===== src/itoa_pkg.sv =====
// shared types and constants for the integer to ascii formatter
package itoa_pkg;

    localparam int unsigned MaxChars = 18;
    localparam int unsigned DecDigits = 10;

    typedef enum logic [3:0] {
        FMT_UDEC8  = 4'd0,
        FMT_UDEC16 = 4'd1,
        FMT_UDEC32 = 4'd2,
        FMT_SDEC8  = 4'd3,
        FMT_SDEC16 = 4'd4,
        FMT_SDEC32 = 4'd5,
        FMT_HEX8   = 4'd6,
        FMT_HEX16  = 4'd7,
        FMT_HEX32  = 4'd8,
        FMT_HEX64  = 4'd9
    } t_fmt;

    localparam logic [6:0] ChrZero  = 7'h30;
    localparam logic [6:0] ChrAlpha = 7'h37;
    localparam logic [6:0] ChrHash  = 7'h23;
    localparam logic [6:0] ChrX     = 7'h78;
    localparam logic [6:0] ChrMinus = 7'h2d;

    typedef struct packed {
        logic [3:0]  req_type;
        logic [63:0] value;
    } t_in;

    typedef struct packed {
        logic [6:0] char_code;
        logic       last_char;
    } t_out;

    // text of one number, first character in slot 0
    typedef struct packed {
        logic [MaxChars-1:0][6:0] chars;
        logic [4:0]               count;
    } t_text;

    function automatic logic [6:0] hex_glyph(input logic [3:0] nib);
        hex_glyph = (nib > 4'd9) ? (ChrAlpha + {3'b0, nib}) : (ChrZero + {3'b0, nib});
    endfunction

endpackage


===== src/itoa_dec.sv =====
// pipelined binary to bcd converter, two shift-add-3 bits per stage
module itoa_dec (
    input  logic         i_clk,
    input  logic         i_rst_n,
    input  logic         i_adv,
    input  logic         i_valid,
    input  logic [31:0]  i_bin,
    input  logic         i_neg,
    input  logic [3:0]   i_type,
    input  logic [63:0]  i_value,
    output logic         o_valid,
    output logic [39:0]  o_bcd,
    output logic         o_neg,
    output logic [3:0]   o_type,
    output logic [63:0]  o_value
);
    localparam int Stages = 16;

    logic [Stages:1]            r_v;
    logic [Stages:1][39:0]      r_bcd;
    logic [Stages:1][31:0]      r_bin;
    logic [Stages:1]            r_neg;
    logic [Stages:1][3:0]       r_type;
    logic [Stages:1][63:0]      r_value;
    logic [Stages-1:0][39:0]    n_bcd;
    logic [Stages-1:0][31:0]    n_bin;

    // stage inputs, slot 0 fed from the ports
    logic [Stages-1:0]          w_v;
    logic [Stages-1:0][39:0]    w_bcd;
    logic [Stages-1:0][31:0]    w_bin;
    logic [Stages-1:0]          w_neg;
    logic [Stages-1:0][3:0]     w_type;
    logic [Stages-1:0][63:0]    w_value;

    assign w_v     = {r_v[Stages-1:1], i_valid};
    assign w_bcd   = {r_bcd[Stages-1:1], 40'b0};
    assign w_bin   = {r_bin[Stages-1:1], i_bin};
    assign w_neg   = {r_neg[Stages-1:1], i_neg};
    assign w_type  = {r_type[Stages-1:1], i_type};
    assign w_value = {r_value[Stages-1:1], i_value};

    function automatic logic [39:0] dabble(input logic [39:0] b);
        logic [39:0] t;
        t = b;
        for (int d = 0; d < 10; d++) begin
            if (t[d*4 +: 4] > 4'd4) t[d*4 +: 4] = t[d*4 +: 4] + 4'd3;
        end
        dabble = t;
    endfunction

    always_comb begin
        for (int s = 0; s < Stages; s++) begin
            logic [39:0] b;
            logic [31:0] x;
            b = w_bcd[s];
            x = w_bin[s];
            for (int k = 0; k < 2; k++) begin
                b = dabble(b);
                b = {b[38:0], x[31]};
                x = {x[30:0], 1'b0};
            end
            n_bcd[s] = b;
            n_bin[s] = x;
        end
    end

    always_ff @(posedge i_clk) begin
        for (int s = 0; s < Stages; s++) begin
            if (!i_rst_n) begin
                r_v[s+1] <= 1'b0;
            end else if (i_adv) begin
                r_v[s+1] <= w_v[s];
            end
            if (i_adv) begin
                r_bcd[s+1]   <= n_bcd[s];
                r_bin[s+1]   <= n_bin[s];
                r_neg[s+1]   <= w_neg[s];
                r_type[s+1]  <= w_type[s];
                r_value[s+1] <= w_value[s];
            end
        end
    end

    assign o_valid = r_v[Stages];
    assign o_bcd   = r_bcd[Stages];
    assign o_neg   = r_neg[Stages];
    assign o_type  = r_type[Stages];
    assign o_value = r_value[Stages];
endmodule


===== src/integer_to_ascii_formatter.sv =====
// top level of the integer to ascii formatter
// Formats one integer per request as ASCII text, one character per output
// request, last character flagged. A request enters a pipeline every cycle
// unless the pipeline holds: one stage picks width and sign and takes the
// magnitude, sixteen stages run a double-dabble bcd conversion (two bits per
// stage), one stage builds the character string, then a serializer emits one
// character per cycle while the output is not stalled. Throughput is set by
// the serializer: it holds a number of n characters (1 to 18) until all are
// emitted and takes the next text as its last character goes out. Requests
// with format codes 10 to 15 produce no characters. The whole pipeline holds
// while the serializer is busy, until its last character is taken; nothing is dropped.
module integer_to_ascii_formatter (
    input  logic             i_clk,
    input  logic             i_rst_n,
    input  logic             i_valid,
    output logic             o_stall,
    input  itoa_pkg::t_in    i_data,
    output logic             o_valid,
    input  logic             i_stall,
    output itoa_pkg::t_out   o_data
);
    // pipeline advance: serializer can take a new text
    logic w_adv;
    logic w_ser_free;

    // stage 0: magnitude and sign
    logic        r_s0_v;
    logic [31:0] r_s0_mag;
    logic        r_s0_neg;
    logic [3:0]  r_s0_type;
    logic [63:0] r_s0_value;
    logic [31:0] n_mag;
    logic        n_neg;

    always_comb begin
        n_mag = '0;
        n_neg = 1'b0;
        case (i_data.req_type)
            itoa_pkg::FMT_UDEC8:  n_mag = {24'b0, i_data.value[7:0]};
            itoa_pkg::FMT_UDEC16: n_mag = {16'b0, i_data.value[15:0]};
            itoa_pkg::FMT_UDEC32: n_mag = i_data.value[31:0];
            itoa_pkg::FMT_SDEC8: begin
                n_neg = i_data.value[7];
                n_mag = {24'b0, n_neg ? 8'(-i_data.value[7:0]) : i_data.value[7:0]};
                if (n_neg && i_data.value[6:0] == '0) n_mag = 32'h80;
            end
            itoa_pkg::FMT_SDEC16: begin
                n_neg = i_data.value[15];
                n_mag = {16'b0, n_neg ? 16'(-i_data.value[15:0]) : i_data.value[15:0]};
            end
            itoa_pkg::FMT_SDEC32: begin
                n_neg = i_data.value[31];
                n_mag = n_neg ? 32'(-i_data.value[31:0]) : i_data.value[31:0];
            end
            default: n_mag = '0;
        endcase
    end

    always_ff @(posedge i_clk) begin
        if (!i_rst_n) begin
            r_s0_v <= 1'b0;
        end else if (w_adv) begin
            r_s0_v <= i_valid && (i_data.req_type <= itoa_pkg::FMT_HEX64);
        end
        if (w_adv) begin
            r_s0_mag   <= n_mag;
            r_s0_neg   <= n_neg;
            r_s0_type  <= i_data.req_type;
            r_s0_value <= i_data.value;
        end
    end

    // bcd conversion stages
    logic        w_d_v;
    logic [39:0] w_d_bcd;
    logic        w_d_neg;
    logic [3:0]  w_d_type;
    logic [63:0] w_d_value;

    itoa_dec u_dec (
        .i_clk   (i_clk),
        .i_rst_n (i_rst_n),
        .i_adv   (w_adv),
        .i_valid (r_s0_v),
        .i_bin   (r_s0_mag),
        .i_neg   (r_s0_neg),
        .i_type  (r_s0_type),
        .i_value (r_s0_value),
        .o_valid (w_d_v),
        .o_bcd   (w_d_bcd),
        .o_neg   (w_d_neg),
        .o_type  (w_d_type),
        .o_value (w_d_value)
    );

    // text build stage
    logic              r_t_v;
    itoa_pkg::t_text   r_t;
    itoa_pkg::t_text   n_t;

    always_comb begin
        logic [3:0] nd;
        logic [4:0] p;
        n_t = '0;
        nd  = 4'd1;
        for (int d = 0; d < itoa_pkg::DecDigits; d++) begin
            if (w_d_bcd[d*4 +: 4] != 4'd0) nd = 4'(d + 1);
        end
        p = '0;
        case (w_d_type)
            itoa_pkg::FMT_HEX8: begin
                for (int d = 0; d < 2; d++)
                    n_t.chars[d] = itoa_pkg::hex_glyph(w_d_value[(1-d)*4 +: 4]);
                n_t.count = 5'd2;
            end
            itoa_pkg::FMT_HEX16: begin
                n_t.chars[0] = itoa_pkg::ChrHash;
                for (int d = 0; d < 4; d++)
                    n_t.chars[d+1] = itoa_pkg::hex_glyph(w_d_value[(3-d)*4 +: 4]);
                n_t.count = 5'd5;
            end
            itoa_pkg::FMT_HEX32: begin
                n_t.chars[0] = itoa_pkg::ChrZero;
                n_t.chars[1] = itoa_pkg::ChrX;
                for (int d = 0; d < 8; d++)
                    n_t.chars[d+2] = itoa_pkg::hex_glyph(w_d_value[(7-d)*4 +: 4]);
                n_t.count = 5'd10;
            end
            itoa_pkg::FMT_HEX64: begin
                n_t.chars[0] = itoa_pkg::ChrZero;
                n_t.chars[1] = itoa_pkg::ChrX;
                for (int d = 0; d < 16; d++)
                    n_t.chars[d+2] = itoa_pkg::hex_glyph(w_d_value[(15-d)*4 +: 4]);
                n_t.count = 5'd18;
            end
            default: begin
                // decimal: optional minus, then digits most significant first
                if (w_d_neg) begin
                    n_t.chars[0] = itoa_pkg::ChrMinus;
                    p = 5'd1;
                end
                for (int k = 0; k < itoa_pkg::DecDigits; k++) begin
                    if (4'(k) < nd)
                        n_t.chars[5'(k) + p] = itoa_pkg::ChrZero
                            + {3'b0, w_d_bcd[(32'(nd) - 1 - k)*4 +: 4]};
                end
                n_t.count = p + {1'b0, nd};
            end
        endcase
    end

    always_ff @(posedge i_clk) begin
        if (!i_rst_n) begin
            r_t_v <= 1'b0;
        end else if (w_adv) begin
            r_t_v <= w_d_v;
        end
        if (w_adv) r_t <= n_t;
    end

    // serializer: one character per output request
    logic                                r_busy;
    logic [itoa_pkg::MaxChars-1:0][6:0]  r_chars;
    logic [4:0]                          r_left;
    logic                                w_take;

    assign w_take     = r_busy && !i_stall;
    assign w_ser_free = !r_busy || (w_take && r_left == 5'd1);
    assign w_adv      = w_ser_free;

    always_ff @(posedge i_clk) begin
        if (!i_rst_n) begin
            r_busy <= 1'b0;
        end else if (w_adv) begin
            r_busy <= r_t_v;
        end
        if (w_adv) begin
            r_chars <= r_t.chars;
            r_left  <= r_t.count;
        end else if (w_take) begin
            r_chars <= {7'b0, r_chars[itoa_pkg::MaxChars-1:1]};
            r_left  <= r_left - 5'd1;
        end
    end

    assign o_valid          = r_busy;
    assign o_data.char_code = r_chars[0];
    assign o_data.last_char = (r_left == 5'd1);
    assign o_stall          = !w_adv;

    // a busy serializer always has characters left
    a_left: assert property (@(posedge i_clk) disable iff (!i_rst_n)
        r_busy |-> (r_left != 5'd0 && r_left <= 5'(itoa_pkg::MaxChars)))
        else $error("serializer busy with bad count");
    // a stalled output holds its character
    a_hold: assert property (@(posedge i_clk) disable iff (!i_rst_n)
        (o_valid && i_stall) |=> (o_valid && $stable(o_data)))
        else $error("output changed under stall");
    // input is taken only when the serializer frees up
    a_adv: assert property (@(posedge i_clk) disable iff (!i_rst_n)
        (!o_stall && r_busy) |-> (!i_stall && o_data.last_char))
        else $error("pipeline advanced while serializer busy");
endmodule


===== config.mk =====
export PLATFORM = sky130hd
export DESIGN_NAME = integer_to_ascii_formatter
export DESIGN_NICKNAME = d
export VERILOG_FILES = /design/src/itoa_pkg.sv /design/src/itoa_dec.sv /design/src/integer_to_ascii_formatter.sv
export SDC_FILE = /design/constraint.sdc
export NUM_CORES = 2
export LEC_CHECK = 0
export BUFFER_PORTS_ARGS = -buffer_cell sky130_fd_sc_hd__buf_2
export CORE_UTILIZATION = 40
export CTS_BUF_LIST = sky130_fd_sc_hd__clkbuf_4 sky130_fd_sc_hd__clkbuf_8
export CTS_CLUSTER_DIAMETER = 120
export CTS_CLUSTER_SIZE = 12
export DETAILED_ROUTE_END_ITERATION = 16
export HOLD_SLACK_MARGIN = 0.1
export PLACE_DENSITY_LB_ADDON = 0.08
export SLEW_MARGIN = 10
export SYNTH_ARGS = -nofsm -noshare
export SYNTH_HDL_FRONTEND = slang
export SYNTH_SLANG_ARGS = --single-unit

===== constraint.sdc =====
create_clock -name i_clk -period 158.7 [get_ports i_clk]
set_clock_uncertainty 0.2 [all_clocks]
set_input_delay 23.805 -clock i_clk [delete_from_list [all_inputs] [get_ports i_clk]]
set_output_delay 23.805 -clock i_clk [all_outputs]
set_load 0.01 [all_outputs]

==> metrics.txt <==
# TYPE chip_impl_metric gauge
chip_impl_info{name="endpoint_kind",value="output pin"} 1
chip_impl_metric{name="remaining_drc_errors",unit=""} 0
chip_impl_info{name="synth_commonest_cells",value="2057 x sky130_fd_sc_hd__edfxtp_1, 695 x sky130_fd_sc_hd__nand2_1, 413 x sky130_fd_sc_hd__a21oi_1"} 1
chip_impl_metric{name="final_cycle_utilization_of_the_critical_path",unit=""} 0.3073
chip_impl_metric{name="clockBufferDepth",unit=""} 3
chip_impl_metric{name="post_synth.cell_area_avg",unit="um2"} 13.87
chip_impl_metric{name="placedInstanceArea",unit="um2"} 91370
chip_impl_metric{name="slew_violations",unit=""} 0
chip_impl_metric{name="grt_start_max_net_pins",unit=""} 182
chip_impl_metric{name="ys_seq_elements",unit=""} 2076
chip_impl_metric{name="slew_of_the_pin_with_the_lowest_slew_margin",unit="ns"} 1.195
chip_impl_metric{name="grt_pass1_vias",unit=""} 47050
chip_impl_info{name="synth.top_cells.by_area",value="sky130_fd_sc_hd__edfxtp_1 70%, sky130_fd_sc_hd__ha_1 3.3%, sky130_fd_sc_hd__nand2_1 3.0%"} 1
chip_impl_metric{name="detailedPlace.worstSlack",unit="ns"} 109.88
chip_impl_metric{name="r2r_setup_slack",unit="ns"} 151.06
chip_impl_metric{name="r2r_cells",unit=""} 11
chip_impl_metric{name="critical-path-max-stage-delay",unit="ns"} 0.48
chip_impl_metric{name="powerDensity",unit="nW/um2"} 18.37
chip_impl_info{name="critPathKind",value="input port to output pin"} 1
chip_impl_info{name="run_status",value="complete, no violations"} 1
chip_impl_metric{name="placement_rows",unit=""} 171
chip_impl_metric{name="synth_adder_area_share",unit=""} 0.03262
chip_impl_info{name="cts_tree",value="yes"} 1
chip_impl_metric{name="crit_path_max_fo",unit=""} 64
chip_impl_metric{name="synth_compound_area_frac",unit=""} 0.1036
chip_impl_metric{name="syn_nets",unit=""} 6634
chip_impl_metric{name="totalNegativeSetupSlack",unit="ns"} 0
chip_impl_info{name="yosys.cell_count.top_type",value="sky130_fd_sc_hd__edfxtp_1"} 1
chip_impl_info{name="dominant_combinational_cell_family_by_area_after_synthesis",value="compound AO/OA/AOI/OAI gates"} 1
chip_impl_info{name="worstHoldStart",value="u_dec.r_value[904]$_DFFE_PN_"} 1
chip_impl_metric{name="htree_num_levels",unit=""} 4
chip_impl_info{name="dominantRegCellSynth",value="sky130_fd_sc_hd__edfxtp_1"} 1
chip_impl_info{name="worst_r2r_startpoint",value="r_left[1]$_DFFE_PP_"} 1
chip_impl_metric{name="async_reset_ff_frac",unit=""} 0
chip_impl_metric{name="detail_route.wl_per_cell",unit="um"} 19.12
chip_impl_metric{name="placed_wire_length_estimate_after_detailed_placement",unit="um"} 121500
chip_impl_metric{name="synth_top_cell_area_share",unit=""} 0.7033
chip_impl_info{name="cpMaxStageDelayCell",value="sky130_fd_sc_hd__inv_4"} 1
chip_impl_info{name="critical-path-top-cell-by-count",value="sky130_fd_sc_hd__buf_2"} 1
chip_impl_metric{name="signal_arrival_time_at_the_worst_endpoint",unit="ns"} 24.76
chip_impl_info{name="path_cells",value="buf_2 > o21ai_4 > inv_4 > buf_2"} 1
chip_impl_metric{name="synth_edf_count",unit=""} 2057
chip_impl_metric{name="grt_first_pass_wirelength",unit="um"} 272400
chip_impl_info{name="cpLargestDelayFamily",value="buffers and inverters"} 1
chip_impl_metric{name="setup_viol",unit=""} 0
chip_impl_metric{name="critical_path.n_buffers_inverters",unit=""} 3
chip_impl_metric{name="synth.yosys.seq_area_share",unit=""} 0.7076
chip_impl_metric{name="synthesis.yosys.warnings",unit=""} 0
chip_impl_metric{name="io_buffer_count",unit=""} 81
chip_impl_metric{name="dr.first_iter.drc_count",unit=""} 3324
chip_impl_metric{name="fmax",unit="GHz"} 0.02051
chip_impl_metric{name="gpl_congestion",unit=""} 0.9386
chip_impl_metric{name="clk-insertion-delay-late",unit="ns"} 0.97
chip_impl_metric{name="postSynthCellCount",unit=""} 6333
chip_impl_info{name="min_path_type",value="flop to flop"} 1
chip_impl_metric{name="synthXorXnorAreaFrac",unit=""} 0.02145
chip_impl_metric{name="fp.dieW",unit="um"} 470.6
chip_impl_metric{name="design.die.area",unit="um2"} 221500
chip_impl_info{name="grt_setup_unrepaired",value="no"} 1
chip_impl_metric{name="p_leak",unit="nW"} 35.42
chip_impl_metric{name="cts_resized",unit=""} 0
chip_impl_metric{name="design.core.area",unit="um2"} 217600
chip_impl_metric{name="detail_route.vias_per_cell",unit=""} 5.228
chip_impl_metric{name="clkSinkCount",unit=""} 2076
chip_impl_metric{name="worst_ir_drop_vdd",unit="V"} 0.00001150
chip_impl_metric{name="number_of_antenna_violations_at_the_first_check_in_global_routing",unit=""} 25
chip_impl_metric{name="overflow",unit=""} 0
chip_impl_metric{name="drt-pass1-iter-count",unit=""} 6
chip_impl_metric{name="floorplan.initialDensity",unit=""} 0.4037
chip_impl_info{name="r2r-end",value="r_s0_mag[4]$_SDFFCE_PN0N_"} 1
chip_impl_metric{name="critical_path_required",unit="ns"} 134.69
chip_impl_info{name="cts-root-buf",value="sky130_fd_sc_hd__clkbuf_8"} 1
chip_impl_metric{name="final_period_minus_worst_setup_slack",unit="ns"} 48.76
chip_impl_metric{name="clk_pin_slew",unit="ns"} 0.08
chip_impl_metric{name="worst_hold_path.num_cells",unit=""} 0
chip_impl_metric{name="synth_cell_type_count",unit=""} 94
chip_impl_metric{name="tritoncts.num_buffers",unit=""} 192
chip_impl_metric{name="cts.hold.buffers_added",unit=""} 0
chip_impl_metric{name="maxCapViolCount",unit=""} 0
chip_impl_metric{name="gr-usage-all-layers",unit=""} 0.1576
chip_impl_info{name="cell_taking_the_most_area_after_synthesis",value="sky130_fd_sc_hd__edfxtp_1"} 1
chip_impl_info{name="worstSetupStartpointType",value="input port"} 1
chip_impl_metric{name="muxShareOfSynthArea",unit=""} 0.02678
chip_impl_info{name="worstHoldEndpoint",value="u_dec.o_value[8]$_DFFE_PN_"} 1
chip_impl_metric{name="finalInstanceArea",unit="um2"} 94390
chip_impl_metric{name="max_slew_margin",unit=""} 0.1949
chip_impl_metric{name="final_antenna_net_count",unit=""} 0
chip_impl_metric{name="finish.net_count",unit=""} 6736
chip_impl_metric{name="fin_ws",unit="ns"} 109.94
chip_impl_metric{name="die_height",unit="um"} 470.6
chip_impl_metric{name="dr_total_vias",unit=""} 48760
chip_impl_metric{name="io_pins",unit=""} 82
chip_impl_metric{name="routed_wl",unit="um"} 178300
chip_impl_metric{name="post_route_cells_drive_above_1_share",unit=""} 0.07013
chip_impl_metric{name="syn-cell-area",unit="um2"} 87830
chip_impl_info{name="critical_path_start",value="i_stall"} 1
chip_impl_metric{name="post_synth_and_or_nand_nor_area_fraction",unit=""} 0.08289
chip_impl_metric{name="flow.area_growth_from_synthesis",unit="%"} 7.463
chip_impl_metric{name="timing_hold_violations_final",unit=""} 0
chip_impl_metric{name="post_cts_buffers",unit=""} 0
## area by class of cell
type	count	area [um2]
fill	19530	123200
sequential	2076	62150
multi-input combinational	3692	23510
tap	2854	3571
clock buffer	200	2703
inverter	335	1261
timing repair buffer	138	883.3
clock inverter	18	280.3
antenna	13	32.53
## report_power, final
group | internal, W | total [W] | switching [W]
Combinational | 0.000271 | 0.000675 | 0.000404
Clock | 0.000113 | 0.000287 | 0.000173
Sequential | 0.000709 | 0.000773 | 0.0000640
Total | 0.00109 | 0.00173 | 0.000642
## worst max-delay path by stage
stage,end,slack (ns),cells past startpoint
2_1_floorplan,r_s0_mag[0]$_SDFFCE_PN0N_,79.28,3
3_3_place_gp,o_stall,109.87,4
3_5_place_dp,o_stall,109.88,4
4_1_cts,o_stall,109.88,4
5_1_grt,o_stall,109.83,4
6_report,o_stall,109.94,4
## metal layers
layer,GRT usage,vias to the layer above,share of wire
li1,-,23940,-
met1,0.1989,23560,0.44
met2,0.2623,905,0.48
met3,0.02481,350,0.034
met4,0.08017,0,0.050
met5,0,-,0
## per-stage QoR
step	total power, W	util	instances	hold slack (ns)
CTS	0.001751	0.4336	9313	0.1831
global route	0.001853	0.4338	9326	0.2036
global placement	0.001441	0.4199	9095	0.2003
detailed placement	0.001455	0.4199	9095	0.2045
floorplan	0.001275	-	6333	0.2003
finish	0.001734	0.4338	9326	0.1920
## logic make-up (layout without fill, tap and decap cells)
logic type      Yosys count  after routing
other cells               0             13
mux                     225            225
compound gates         1443           1443
buf+inv                 565            691
fa+ha+maj               229            229
xor+xnor                212            212
flops                  2076           2076
simple gates           1583           1583
## state kept, by name, summed over array words and instances, names as in the netlist, 4 cells and up
name           cells
u_dec.r_value    960
u_dec.r_bcd      310
u_dec.n_bin      210
r_t              131
r_chars          119
r_s0_value        64
u_dec.o_value     64
u_dec.r_type      60
u_dec.o_bcd       40
r_s0_mag          32
u_dec.r_neg       16
u_dec.r_v         16
u_dec.n_bcd       15
u_dec.r_bin       15
o_data             7
r_left             5
r_s0_type          4
u_dec.o_type       4
## layout by cell type (no fill, tap or decap), types with 50 or more instances in the layout
cell type                     n
sky130_fd_sc_hd__a21oi_1    413
sky130_fd_sc_hd__o21ai_0    362
sky130_fd_sc_hd__buf_2       81
sky130_fd_sc_hd__o22ai_1     59
sky130_fd_sc_hd__buf_4       53
sky130_fd_sc_hd__nor3_1     155
sky130_fd_sc_hd__nor2_1     305
sky130_fd_sc_hd__nor2b_1     88
sky130_fd_sc_hd__nand3_1     88
sky130_fd_sc_hd__ha_1       229
sky130_fd_sc_hd__clkbuf_8   192
sky130_fd_sc_hd__edfxtp_1  2057
sky130_fd_sc_hd__mux2_2      50
sky130_fd_sc_hd__nand2_1    694
sky130_fd_sc_hd__inv_1      328
sky130_fd_sc_hd__mux2i_1    172
sky130_fd_sc_hd__nand2b_1    78
sky130_fd_sc_hd__a31oi_1     68
sky130_fd_sc_hd__xnor2_1    204
sky130_fd_sc_hd__a211oi_1    55
No activity file was read; power rests on OpenSTA's default activity.
